`src/rtl/rcfb_pkg.sv`:
```
`timescale 1ns / 1ps
// ----------------------------------------------------------------------------
// rcfb_pkg
// Shared types and constants of the rc channel frame builder.
// ----------------------------------------------------------------------------
package rcfb_pkg;

  localparam int REG_CHANNELS     = 12;
  localparam int FAST_SETUP_COUNT = 50;
  localparam int CH_IDX_W         = $clog2(REG_CHANNELS);

  localparam logic [7:0]  SYNC_BYTE    = 8'hAA;
  localparam logic [7:0]  BIND_FLAGS   = 8'hC0;
  localparam logic [7:0]  POWER_NORMAL = 8'd7;
  localparam logic [7:0]  POWER_RANGE  = 8'd4;
  localparam logic [15:0] EMPTY_SLOT   = 16'hFFFF;
  localparam logic [8:0]  SCALE_HI     = 9'd349;
  localparam logic [4:0]  SCALE_LO     = 5'd13;
  localparam logic [7:0]  FAST_RELOAD  = 8'd2;
  localparam logic [3:0]  SETUP_LAST   = 4'd5;
  localparam logic [3:0]  CHAN_LAST    = 4'd15;
  localparam logic [3:0]  PASS2_BASE   = 4'd7;
  localparam logic [4:0]  MIN_2PASS    = 5'd8;

  typedef enum logic [1:0] {
    MODE_NORMAL = 2'd0,
    MODE_BIND   = 2'd1,
    MODE_RANGE  = 2'd2,
    MODE_UNUSED = 2'd3
  } mode_t;

  typedef enum logic [2:0] {
    REG_PROTOCOL_FLAGS = 3'd0,
    REG_SWAP_AETR      = 3'd1,
    REG_CHANNEL_COUNT  = 3'd2,
    REG_MODEL_ID       = 3'd3,
    REG_SETUP_PERIOD   = 3'd4,
    REG_VERSION_MAJOR  = 3'd5
  } reg_idx_t;

  typedef enum logic [1:0] {
    PASS_SETUP = 2'd0,
    PASS_ONE   = 2'd1,
    PASS_TWO   = 2'd2
  } pass_t;

  typedef enum logic {
    ST_IDLE = 1'b0,
    ST_EMIT = 1'b1
  } state_t;

  typedef struct packed {
    logic accept;     // input word taken this cycle
    logic emit_byte;  // load next frame byte into output register
  } dp_cmd_t;

  typedef struct packed {
    logic out_free;   // output register can take a byte
    logic last;       // current byte is the frame's final byte
  } dp_sts_t;

  // channel order remap for aetr -> taer
  function automatic logic [3:0] swap_src(input logic [3:0] ch);
    logic [3:0] r;
    unique case (ch)
      4'd0:    r = 4'd2;
      4'd1:    r = 4'd0;
      4'd2:    r = 4'd1;
      default: r = ch;
    endcase
    return r;
  endfunction

endpackage

```
`src/rtl/rcfb_ctrl.sv`:
```
`timescale 1ns / 1ps
// ----------------------------------------------------------------------------
// rcfb_ctrl
// Sequencer: takes input words while idle and steps out one frame byte at a
// time while the output register has room.
// ----------------------------------------------------------------------------
module rcfb_ctrl (
  input  logic             clk,
  input  logic             rst_n,
  input  logic             in_valid,
  input  logic             in_cmd,
  output logic             in_stall,
  output rcfb_pkg::dp_cmd_t cmd,
  input  rcfb_pkg::dp_sts_t sts
);
  import rcfb_pkg::*;

  state_t state_r, state_nxt;

  always_ff @(posedge clk) begin
    if (!rst_n) begin
      state_r <= ST_IDLE;
    end else begin
      state_r <= state_nxt;
    end
  end

  always_comb begin
    state_nxt = state_r;
    unique case (state_r)
      ST_IDLE: begin
        if (in_valid && in_cmd) state_nxt = ST_EMIT;
      end
      ST_EMIT: begin
        if (sts.out_free && sts.last) state_nxt = ST_IDLE;
      end
      default: state_nxt = ST_IDLE;
    endcase
  end

  always_comb begin
    in_stall      = 1'b1;
    cmd.accept    = 1'b0;
    cmd.emit_byte = 1'b0;
    unique case (state_r)
      ST_IDLE: begin
        in_stall   = 1'b0;
        cmd.accept = in_valid;
      end
      ST_EMIT: begin
        cmd.emit_byte = sts.out_free;
      end
      default: ;
    endcase
  end

endmodule

```
`src/rtl/rcfb_dp.sv`:
```
`timescale 1ns / 1ps
// ----------------------------------------------------------------------------
// rcfb_dp
// Datapath: configuration registers, channel store, pass and setup counters,
// slot scaling and the output register.
// ----------------------------------------------------------------------------
module rcfb_dp (
  input  logic                    clk,
  input  logic                    rst_n,
  input  logic                    cfg_valid,
  input  logic [2:0]              cfg_index,
  input  logic [7:0]              cfg_data,
  input  logic                    in_cmd,
  input  logic [3:0]              in_channel_index,
  input  logic signed [12:0]      in_channel_value,
  input  logic [1:0]              in_module_mode,
  output logic                    out_valid,
  input  logic                    out_stall,
  output logic [7:0]              out_frame_byte,
  output logic                    out_last_byte,
  output logic                    out_save_bind_flags,
  input  rcfb_pkg::dp_cmd_t       cmd,
  output rcfb_pkg::dp_sts_t       sts
);
  import rcfb_pkg::*;

  // configuration
  logic [2:0] protocol_flags_r;
  logic       swap_aetr_r;
  logic [4:0] channel_count_r;
  logic [7:0] model_id_r;
  logic [7:0] setup_period_r;
  logic [7:0] version_major_r;

  always_ff @(posedge clk) begin
    if (!rst_n) begin
      protocol_flags_r <= '0;
      swap_aetr_r      <= 1'b0;
      channel_count_r  <= 5'd8;
      model_id_r       <= '0;
      setup_period_r   <= 8'd100;
      version_major_r  <= '0;
    end else if (cfg_valid) begin
      unique case (cfg_index)
        REG_PROTOCOL_FLAGS: protocol_flags_r <= cfg_data[2:0];
        REG_SWAP_AETR:      swap_aetr_r      <= cfg_data[0];
        REG_CHANNEL_COUNT:  channel_count_r  <= cfg_data[4:0];
        REG_MODEL_ID:       model_id_r       <= cfg_data;
        REG_SETUP_PERIOD:   setup_period_r   <= cfg_data;
        REG_VERSION_MAJOR:  version_major_r  <= cfg_data;
        default: ;
      endcase
    end
  end

  // channel store
  logic signed [12:0] store_r [REG_CHANNELS];

  always_ff @(posedge clk) begin
    if (!rst_n) begin
      for (int i = 0; i < REG_CHANNELS; i++) store_r[i] <= '0;
    end else if (cmd.accept && !in_cmd &&
                 (in_channel_index < 4'(REG_CHANNELS))) begin
      store_r[in_channel_index[CH_IDX_W-1:0]] <= in_channel_value;
    end
  end

  // frame state
  logic [1:0] pass_r;
  logic [7:0] countdown_r;
  logic [5:0] fast_left_r;
  logic [1:0] mode_r;
  logic [3:0] byte_cnt_r;

  logic bind_m, setup_frame;
  assign bind_m      = (mode_r == MODE_BIND);
  assign setup_frame = (pass_r == PASS_SETUP);

  assign sts.last     = setup_frame ? (byte_cnt_r == SETUP_LAST) : (byte_cnt_r == CHAN_LAST);
  assign sts.out_free = !out_valid || !out_stall;

  // slot selection
  logic [2:0]  slot;
  logic [3:0]  ch, src;
  logic [4:0]  lim;
  logic        empty;
  logic signed [12:0] v;

  assign slot = byte_cnt_r[3:1] - 3'd1;
  assign ch   = ((pass_r == PASS_TWO) ? PASS2_BASE : 4'd0) + {1'b0, slot};
  assign lim  = (channel_count_r < 5'(REG_CHANNELS)) ? channel_count_r : 5'(REG_CHANNELS);
  assign empty = ({1'b0, ch} >= lim);
  assign src  = swap_aetr_r ? swap_src(ch) : ch;
  assign v    = (src < 4'(REG_CHANNELS)) ? store_r[src[CH_IDX_W-1:0]] : '0;

  // scaling: floor(v*k / 2^n) plus center, then clamp
  logic [21:0]        prod_hi;
  logic [17:0]        prod_lo;
  logic signed [13:0] p_hi, p_lo;
  logic [10:0]        c_hi;
  logic [9:0]         c_lo;
  logic [15:0]        slot_val;

  assign prod_hi = {{9{v[12]}}, v} * {13'd0, SCALE_HI};
  assign prod_lo = {{5{v[12]}}, v} * {13'd0, SCALE_LO};
  assign p_hi    = $signed(prod_hi[21:9]) + 14'sd1024;
  assign p_lo    = $signed(prod_lo[17:5]) + 14'sd512;

  always_comb begin
    if (p_hi < 0)             c_hi = '0;
    else if (p_hi > 14'sd2047) c_hi = '1;
    else                      c_hi = p_hi[10:0];
    if (p_lo < 0)             c_lo = '0;
    else if (p_lo > 14'sd1023) c_lo = '1;
    else                      c_lo = p_lo[9:0];
  end

  always_comb begin
    if (empty)                  slot_val = EMPTY_SLOT;
    else if (protocol_flags_r[2]) slot_val = {1'b0, ch[3:0], 11'd0} | {5'd0, c_hi};
    else                        slot_val = {2'b0, ch[3:0], 10'd0} | {6'd0, c_lo};
  end

  // next frame byte
  logic [7:0] byte_val;

  always_comb begin
    byte_val = SYNC_BYTE;
    if (setup_frame) begin
      unique case (byte_cnt_r)
        4'd0: byte_val = SYNC_BYTE;
        4'd1: byte_val = 8'd0;
        4'd2: byte_val = bind_m ? BIND_FLAGS : {5'd0, protocol_flags_r};
        4'd3: byte_val = (mode_r == MODE_RANGE) ? POWER_RANGE : POWER_NORMAL;
        4'd4: byte_val = (bind_m && channel_count_r > 5'(REG_CHANNELS)) ?
                         8'(REG_CHANNELS) : {3'd0, channel_count_r};
        default: byte_val = model_id_r;
      endcase
    end else if (byte_cnt_r == 4'd0) begin
      byte_val = SYNC_BYTE;
    end else if (byte_cnt_r == 4'd1) begin
      byte_val = {6'd0, pass_r};
    end else begin
      byte_val = byte_cnt_r[0] ? slot_val[7:0] : slot_val[15:8];
    end
  end

  // pass sequencing at the end of each frame
  logic [1:0] pass_nxt;
  logic [7:0] countdown_nxt, cd_dec;
  logic [5:0] fast_left_nxt;

  assign cd_dec = countdown_r - 8'd1;

  always_comb begin
    pass_nxt      = pass_r;
    countdown_nxt = countdown_r;
    fast_left_nxt = fast_left_r;
    if (setup_frame) begin
      pass_nxt = PASS_ONE;
    end else begin
      pass_nxt = (pass_r == PASS_ONE && channel_count_r >= MIN_2PASS) ? PASS_TWO : PASS_ONE;
      if (bind_m) begin
        pass_nxt = PASS_SETUP;
      end else begin
        countdown_nxt = cd_dec;
        if (cd_dec == 8'd0) begin
          pass_nxt = PASS_SETUP;
          if (version_major_r == 8'd1 && fast_left_r != 6'd0) begin
            fast_left_nxt = fast_left_r - 6'd1;
            countdown_nxt = FAST_RELOAD;
          end else begin
            countdown_nxt = setup_period_r;
          end
        end
      end
    end
  end

  always_ff @(posedge clk) begin
    if (!rst_n) begin
      pass_r      <= PASS_ONE;
      countdown_r <= 8'd2;
      fast_left_r <= 6'(FAST_SETUP_COUNT);
      byte_cnt_r  <= '0;
    end else begin
      if (cmd.accept) begin
        byte_cnt_r <= '0;
      end else if (cmd.emit_byte) begin
        byte_cnt_r <= byte_cnt_r + 4'd1;
      end
      if (cmd.emit_byte && sts.last) begin
        pass_r      <= pass_nxt;
        countdown_r <= countdown_nxt;
        fast_left_r <= fast_left_nxt;
      end
    end
  end

  always_ff @(posedge clk) begin
    if (cmd.accept) mode_r <= in_module_mode;
  end

  // output register
  logic       out_valid_r;
  logic [7:0] out_byte_r;
  logic       out_last_r, out_bind_r;

  always_ff @(posedge clk) begin
    if (!rst_n) begin
      out_valid_r <= 1'b0;
    end else if (cmd.emit_byte) begin
      out_valid_r <= 1'b1;
    end else if (!out_stall) begin
      out_valid_r <= 1'b0;
    end
  end

  always_ff @(posedge clk) begin
    if (cmd.emit_byte) begin
      out_byte_r <= byte_val;
      out_last_r <= sts.last;
      out_bind_r <= setup_frame && bind_m;
    end
  end

  assign out_valid           = out_valid_r;
  assign out_frame_byte      = out_byte_r;
  assign out_last_byte       = out_last_r;
  assign out_save_bind_flags = out_bind_r;

endmodule

```
`src/rtl/rc_channel_frame_builder_top.sv`:
```
`timescale 1ns / 1ps
// ----------------------------------------------------------------------------
// rc_channel_frame_builder_top
// Channel store and radio-module frame builder with byte-wide output.
// ----------------------------------------------------------------------------
// A store word (cmd 0) is taken without producing any output. A frame
// request (cmd 1) is answered with a setup frame of 6 bytes or a channel
// frame of 16 bytes, one byte per cycle while the output is not stalled,
// through a registered output; the byte sequencer handles one frame at a
// time and in_stall stays high until the final byte is loaded. The
// configuration port is always ready; it is to be written only while no
// frame is in progress, a rule the user keeps that the block does not enforce.
module rc_channel_frame_builder_top (
  input  logic               clk,
  input  logic               rst_n,
  input  logic               cfg_valid,
  output logic               cfg_ready,
  input  logic [2:0]         cfg_index,
  input  logic [7:0]         cfg_data,
  input  logic               in_valid,
  output logic               in_stall,
  input  logic               in_cmd,
  input  logic [3:0]         in_channel_index,
  input  logic signed [12:0] in_channel_value,
  input  logic [1:0]         in_module_mode,
  output logic               out_valid,
  input  logic               out_stall,
  output logic [7:0]         out_frame_byte,
  output logic               out_last_byte,
  output logic               out_save_bind_flags
);
  import rcfb_pkg::*;

  dp_cmd_t cmd;
  dp_sts_t sts;

  assign cfg_ready = 1'b1;

  rcfb_ctrl u_ctrl (
    .clk      (clk),
    .rst_n    (rst_n),
    .in_valid (in_valid),
    .in_cmd   (in_cmd),
    .in_stall (in_stall),
    .cmd      (cmd),
    .sts      (sts)
  );

  rcfb_dp u_dp (
    .clk                 (clk),
    .rst_n               (rst_n),
    .cfg_valid           (cfg_valid && cfg_ready),
    .cfg_index           (cfg_index),
    .cfg_data            (cfg_data),
    .in_cmd              (in_cmd),
    .in_channel_index    (in_channel_index),
    .in_channel_value    (in_channel_value),
    .in_module_mode      (in_module_mode),
    .out_valid           (out_valid),
    .out_stall           (out_stall),
    .out_frame_byte      (out_frame_byte),
    .out_last_byte       (out_last_byte),
    .out_save_bind_flags (out_save_bind_flags),
    .cmd                 (cmd),
    .sts                 (sts)
  );

  // a frame request blocks further input until its final byte is loaded
  a_req_blocks: assert property (@(posedge clk) disable iff (!rst_n)
    (in_valid && !in_stall && in_cmd) |=> in_stall)
    else $error("frame request did not start a frame");

  // bytes are only loaded while the output register has room
  a_no_overwrite: assert property (@(posedge clk) disable iff (!rst_n)
    cmd.emit_byte |-> (!out_valid || !out_stall))
    else $error("output word overwritten while stalled");

  // output words only appear from a frame in progress
  a_valid_from_frame: assert property (@(posedge clk) disable iff (!rst_n)
    $rose(out_valid) |-> $past(in_stall))
    else $error("output word without a frame in progress");

  // no byte is loaded while the block is taking input
  a_emit_exclusive: assert property (@(posedge clk) disable iff (!rst_n)
    cmd.emit_byte |-> !cmd.accept)
    else $error("byte load and input accept in the same cycle");

endmodule
```
`config.mk`:
```
export PLATFORM = sky130hd
export DESIGN_NAME = rc_channel_frame_builder_top
export DESIGN_NICKNAME = d
export VERILOG_FILES = /design/src/rtl/rcfb_pkg.sv /design/src/rtl/rcfb_ctrl.sv /design/src/rtl/rcfb_dp.sv /design/src/rtl/rc_channel_frame_builder_top.sv
export SDC_FILE = /design/constraint.sdc
export NUM_CORES = 1
export LEC_CHECK = 0
export ABC_AREA = 1
export BUFFER_PORTS_ARGS = -buffer_cell sky130_fd_sc_hd__buf_2
export CAP_MARGIN = 20
export CELL_PAD_IN_SITES_DETAIL_PLACEMENT = 0
export CELL_PAD_IN_SITES_GLOBAL_PLACEMENT = 1
export CORE_MARGIN = 8
export CORE_UTILIZATION = 32
export CTS_CLUSTER_DIAMETER = 150
export DETAILED_ROUTE_END_ITERATION = 8
export PLACE_DENSITY = 0.62
export SLEW_MARGIN = 20
export SYNTH_ARGS = -nofsm -noshare
export SYNTH_HDL_FRONTEND = slang
export SYNTH_SLANG_ARGS = --single-unit
```
`constraint.sdc`:
```
create_clock -name clk -period 18.8 [get_ports clk]
set_input_delay 1.88 -clock clk [delete_from_list [all_inputs] [get_ports clk]]
set_output_delay 1.88 -clock clk [all_outputs]
set_load 0.02 [all_outputs]
```
Word-level counts from Yosys, hierarchy flattened. Memories as Yosys holds them, arrays and structs flattened. Index checks and enable logic that the tools add are counted.

Add/sub/neg operators: 7. $mul: 2. Order comparisons: 10. Eq/ne operators: 19. Mux-type cells: 41. Bitwise operators: 6. Reduce and logical (&&, ||, !) cells: 29.

Operators by type and width (number): 2-to-1 mux 8 bit (7); case mux 8 bit (5 select lines) (1); 2-to-1 mux 16 bit (2); < comparator 14 x 1 -> 1 bit (second input constant) (2); 2-to-1 mux 13 bit (2); multiplier 13 x 10 -> 22 bit (second input constant) (1); 2-to-1 mux 11 bit (2); 2-to-1 mux 10 bit (2); multiplier 13 x 5 -> 18 bit (second input constant) (1); bitwise OR 15 x 11 -> 15 bit (1); adder 13 x 11 -> 14 bit (second input constant) (1); adder 13 x 12 -> 14 bit (second input constant) (1); > comparator 14 x 11 -> 1 bit (second input constant) (1); > comparator 14 x 12 -> 1 bit (second input constant) (1); bitwise OR 14 x 10 -> 14 bit (1); 2-to-1 mux 1 bit (13); OR reduction 13 bit (1); equality test 4 x 2 -> 1 bit (second input constant) (3); case mux 4 bit (3 select lines) (1); AND reduction 2 bit (6); 2-to-1 mux 2 bit (5); 2-to-1 mux 5 bit (2); logical AND 1 bit (9); equality test 4 x 1 -> 1 bit (second input constant) (2); other kinds (33) (46).

Flip-flop bits (word level): 67. Bits in writable memories: 156. Bits of input ports: 36. Output and inout port bits: 13. Logic and storage cells: 131. Memories: 1.

Memory list: u_dp.store_r (words 12, bits a word 13, read ports 1, clocked after memory_dff 0, write ports 12, RTL line rcfb_dp.sv:57) `logic signed [12:0] store_r [REG_CHANNELS];`.

Logic depth before layout (Yosys ltp).
Depth after elaboration: 20. Gate-level depth with buffers: 53. Mapped depth without buffers: 50.

Hierarchy. From an unflattened synthesis, not the netlist that was laid out.

Cell total of the unflattened synthesis: 1754. Area total of the unflattened synthesis: 14816.7 um^2.

By module, submodules not included: rcfb_dp (instances 1, cells an instance 1741, area each 14741.6 um^2, seq. area each 6125.9 um^2); rcfb_ctrl (instances 1, cells an instance 11, area each 63.8 um^2, seq. area each 20.0 um^2); rc_channel_frame_builder_top (instances 1, cells an instance 2, area each 11.3 um^2, seq. area each 0.0 um^2).

Worst setup path after synthesis. Ideal clock, no wire load.

Path type: reg2reg. Start point: register u_dp.byte_cnt_r[1]. End point: register u_dp.out_byte_r[1] (netlist: u_dp.out_frame_byte[1]), data pin. Setup time: 253 ps. Arrival: 7471 ps. Required time: 18547 ps. Setup slack: 11076 ps. Stages on the path, launching flop included: 45. Buffers on the path: 4. Clock period less this slack: 7724 ps. Cell sequence: dfxtp_1 > inv_1 > ha_1 > xor2_1 > ha_1 > nand2_1 > inv_1 > nand3_2 > nand3_4 > nor2_2 > nand3_1 > nand2_2 > buf_6 > clkbuf_1 > buf_1 > clkbuf_1 > o21ai_0 > o22ai_1 > [... 9 more ...] > fa_1 > inv_1 > ha_1 > a21oi_1 > o21a_1 > o21ai_0 > a211oi_1 > nand2_1 > xnor2_1 > nand3_1 > nand2_2 > nand2_1 > a21oi_1 > nand2_1 > nand3_1 > nand2_1 > nand2_1 > nand2_1.

Cells in the longest elaborated chain, start to end: 19. Elaborated cells between the ends (all ways): 37. Those cells by class: 4 x add/sub; 2 x mul; 6 x order compare; 6 x eq/ne; 14 x mux; 2 x bitwise; 2 x reduce/logical; 1 x memory.

RTL lines: start, declared (RTL line rcfb_dp.sv:73) `logic [3:0] byte_cnt_r;`; start signal, assigned (RTL line rcfb_dp.sv:190) `byte_cnt_r <= byte_cnt_r + 4'd1;`; subtractor 3 x 1 -> 3 bit (RTL line rcfb_dp.sv:89) `assign slot = byte_cnt_r[3:1] - 3'd1;`; adder 4 x 3 -> 4 bit (RTL line rcfb_dp.sv:90) `assign ch = ((pass_r == PASS_TWO) ? PASS2_BASE : 4'd0) + {1'b0, slot};`; equality test 4 x 2 -> 1 bit (tied with other cells) (RTL line rcfb_pkg.sv:65) `unique case (ch)`; case mux 4 bit (3 select lines) (RTL line rcfb_pkg.sv:65); 2-to-1 mux 4 bit (RTL line rcfb_dp.sv:93) `assign src = swap_aetr_r ? swap_src(ch) : ch;`; memory (12 x 13 bit) or < comparator 4 bit (tied branches); 2-to-1 mux 13 bit (RTL line rcfb_dp.sv:94) `assign v = (src < 4'(REG_CHANNELS)) ? store_r[src[CH_IDX_W-1:0]] : '0;`; multiplier 13 x 5 -> 18 bit or multiplier 13 x 10 -> 22 bit (tied branches) (RTL line rcfb_dp.sv:105, rcfb_dp.sv:104); [... 4 more ...]; bitwise OR 14 x 10 -> 14 bit or bitwise OR 15 x 11 -> 15 bit (tied branches) (RTL line rcfb_dp.sv:121, rcfb_dp.sv:120); 2-to-1 mux 16 bit (RTL line rcfb_dp.sv:120) `else if (protocol_flags_r[2]) slot_val = {1'b0, ch[3:0], 11'd0} | {5'd0, c_hi};`; 2-to-1 mux 16 bit (RTL line rcfb_dp.sv:119) `if (empty) slot_val = EMPTY_SLOT;`; 2-to-1 mux 8 bit (RTL line rcfb_dp.sv:144) `byte_val = byte_cnt_r[0] ? slot_val[7:0] : slot_val[15:8];`; 2-to-1 mux 8 bit (RTL line rcfb_dp.sv:141) `end else if (byte_cnt_r == 4'd1) begin`; 2-to-1 mux 8 bit (RTL line rcfb_dp.sv:139) `end else if (byte_cnt_r == 4'd0) begin`; 2-to-1 mux 8 bit * (RTL line rcfb_dp.sv:129) `if (setup_frame) begin`; named net u_dp.byte_val[1] (RTL line rcfb_dp.sv:125) `logic [7:0] byte_val;`; end signal, assigned (RTL line rcfb_dp.sv:221) `out_byte_r <= byte_val;`; end, declared (RTL line rcfb_dp.sv:206) `logic [7:0] out_byte_r;`.

Mark *: on every way through the listed nets, which the timed path passes. The rest lies on a longest branch. A chain may end at the register's enable or synchronous reset.

Worst setup path after layout. Ends and elaborated chain as after synthesis.

==> run_results.csv <==
group,metric,value,unit
setup_path,r2r_slack,9410,ps
clock_network,clock_path_buffers,3,
drt,wirelength,42400,um
global_route,gr-usage-all-layers,15.6,%
clock_network,h-tree-depth,1,
placement,dp_cells,2382,
power_and_ir_drop,p_leak,7.50,nW
placement,portBuffers,47,
finish,design_area,16500,um^2
timing,fin_ws,9410,ps
logic_synthesis,yosys_register_bits,223,
setup_path,reg2reg_from,"u_dp.byte_cnt_r[1]",
setup_path,critPathArrivalTime,9670,ps
setup_path,timing.critical_path.buf_inv,10,
clock_network,insertion_delay,560,ps
global_route,grt_antenna_before_repair,0,
job,max-cap-violations,0,
logic_synthesis,yosysSeqAreaShare,41.5,%
finish,final_common_cell,"nor2_1",
setup_path,start_kind,"register",
setup_path,end_kind,"register",
setup_path,critPathMaxStageDelay,620,ps
drt,drtIter0Drc,736,
clock_network,cts_buffers,27,
setup_path,worst_path_max_delay_cell,"inv_2",
finish,area_growth,11.5,%
logic_synthesis,synth_mux_area_share,0,%
drt,avgViaCountPerCell,4.79,
timing,tightest_slew,983,ps
logic_synthesis,synthAdderAreaFrac,15.7,%
timing,finalCritPeriodShare,49.9,%
global_route,grt_pass1_wl,66800,um
die,core,46100,um^2
timing,post-route-min-period,9390,ps
setup_path,rr_worst_depth,44,
setup_path,timing.rr.end,"u_dp.out_frame_byte[1]",
logic_synthesis,yosysUniqueCellTypes,47,
logic_synthesis,synth-simple-area-share,22.2,%
status,status,"finished, final reports clean",
clock_network,path_clk_slew,60,ps
clock_network,clock_sinks,223,
setup_path,endpoint,"u_dp.out_frame_byte[1]",
placement,place_area,15600,um^2
global_route,gr-total-overflow,0,
drt,drt.antenna.violating_nets,0,
logic_synthesis,syn_avg_cell_area,8.32,um^2
setup_path,crit_path_frequent_cell,"nand2_1",
power_and_ir_drop,max-vdd-ir-drop,0.0784,mV
setup_path,path_depth,44,
logic_synthesis,synth_nets,1967,
clock_network,cts.hold.buffers_added,0,
setup_path,crit_path_start,"u_dp.byte_cnt_r[1]",
finish,layout_common_cells,"nor2_1, inv_1, nand2_1",
finish,finish.utilization,35.8,%
die,die_width,231,um
die,dieArea,53400,um^2
clock_network,cts_tree,"yes",
global_route,grt_pass1_vias,11700,
timing,drv_slew,0,
logic_synthesis,yosys_warnings,0,
logic_synthesis,synth_edf_count,168,
logic_synthesis,synth_xor_area_share,2.00,%
timing,hold_viol_final,0,
setup_path,cp.required,19090,ps
global_route,grt_max_degree,78,
setup_path,crit_fanout,41,
finish,fin_nets,1991,
drt,drc,0,
drt,wl_per_cell,17.4,um
logic_synthesis,yosys_most_used_dff,"edfxtp_1",
die,start_util,32.1,%
finish,diodes,0,
timing,skew,27.8,ps
die,num_rows,79,
finish,final_layout_size_suffix_gt1_share,7.68,%
placement,dp.final_hpwl,30600,um
logic_synthesis,synth_compound_area_share,9.78,%
setup_path,crit_type,"reg2reg",
timing,fmax,107,MHz
timing,tns,0,ps
drt,num_vias,11600,
logic_synthesis,syn_inst,1780,
finish,stdcell_count,2429,
worst_hold_path,hold_path.class,"reg2reg",
power_and_ir_drop,cellPowerDensity,123,nW/um^2
setup_path,path_delay_family,"adder cells",
placement,dpl_worst_slack,9440,ps
timing,hold_slack,459,ps
die,pin_count,49,
drt,firstDrtPassIters,5,
clock_network,post_cts_buffers,0,
timing,setup_violations,0,
clock_network,cts.repair.resized,0,
clock_network,root_buffer,"clkbuf_16",
logic_synthesis,synth_async_sr_flop_share,0,%
timing,relSlewSlack,34.5,%
logic_synthesis,synth_area,14800,um^2
placement,place_congestion,0.880,
logic_synthesis,synth_top_family_by_area,"simple AND/OR/NAND/NOR gates",
timing,rsz0062_at_grt,"no",
die,die_h,231,um
power_and_ir_drop,power,2.02,mW
-- synthesized netlist by cell type, types with 2 or more instances --
library cell,number,area [um^2]
nand3b_1,5,37.5
nand2_2,16,100
dfxtp_1,55,1100
buf_1,2,7.51
xor2_1,16,140
inv_2,4,15.0
o22ai_1,11,68.8
o211ai_1,3,22.5
nand3_2,6,60.1
clkinv_1,3,11.3
nor2_4,2,22.5
nand4_1,15,93.8
a21boi_0,2,15.0
nor2_1,359,1350
edfxtp_1,168,5040
o21ai_1,9,45.0
nand3_1,90,450
nor3_1,16,80.1
a31oi_1,7,43.8
inv_1,266,998
o221ai_1,19,166
ha_1,94,1180
nand2_1,256,961
a21oi_1,64,320
buf_6,5,56.3
a211oi_1,4,30.0
fa_1,57,1140
o21ai_0,126,631
o21a_1,4,30.0
a32o_1,3,30.0
xnor2_1,16,140
nor2_2,4,25.0
nand2_4,5,56.3
clkbuf_1,53,199
buf_4,3,22.5
-- worst register-to-register path, delay by kind of cell, from the launching register on --
kind	cells	cell delay, ps
flops	1	420
fa+ha+maj	8	3320
buf+inv	10	1480
compound gates	6	1280
simple gates	19	2330
xor+xnor	1	320
-- cell families (layout without fill, tap and decap cells) --
group                      after synthesis  after routing
buffers and inverters                  336            378
and+or+nand+nor                        779            779
other                                    1              1
adders and majority gates              151            151
DFF                                    223            223
AOI/OAI and AO/OA                      257            257
xor gates and xnor gates                33             33
-- state kept, by name, summed over array words and instances (netlist names), 5 cells and up --
register,flops
u_dp.channel_count_r,5
u_dp.countdown_r,8
u_dp.out_frame_byte,8
u_dp.store_r,156
u_dp.setup_period_r,8
u_dp.fast_left_r,6
u_dp.model_id_r,8
u_dp.version_major_r,8
-- power by group --
part	internal [mW]	leakage, nW	switching, mW	total, mW
Sequential	0.545	2.18	0.00565	0.550
Combinational	0.328	4.86	0.607	0.935
Clock	0.330	0.450	0.209	0.540
Total	1.20	7.50	0.822	2.02
-- layer usage --
| layer | wire length [um] | up-vias | global-route usage (%) |
|---|---|---|---|
| li1 | - | 5843 | - |
| met1 | 20800 | 5569 | 21.8 |
| met2 | 19300 | 188 | 25.7 |
| met3 | 1430 | 43 | 1.98 |
| met4 | 819 | 0 | 3.52 |
| met5 | 0 | - | 0 |
-- worst min path at each step --
stage | startpoint | to | slack, ps | cells after the start
CTS | u_dp.version_major_r[7] | u_dp.version_major_r[7] | 460 | 2
global route | u_dp.version_major_r[7] | u_dp.version_major_r[7] | 470 | 2
detailed placement | u_dp.version_major_r[7] | u_dp.version_major_r[7] | 450 | 2
floorplan | u_dp.version_major_r[7] | u_dp.version_major_r[7] | 430 | 2
global placement | u_dp.version_major_r[7] | u_dp.version_major_r[7] | 440 | 2
finish | u_dp.version_major_r[7] | u_dp.version_major_r[7] | 460 | 2
-- area by class of cell --
type,instances,area (um^2)
tap,607,759
fill,4880,29600
sequential,223,6150
inverter,273,1020
clock inverter,14,183
multi-input combinational,1221,7350
timing repair buffer,58,318
clock buffer,33,731
Power figures use the tool's default switching activity.
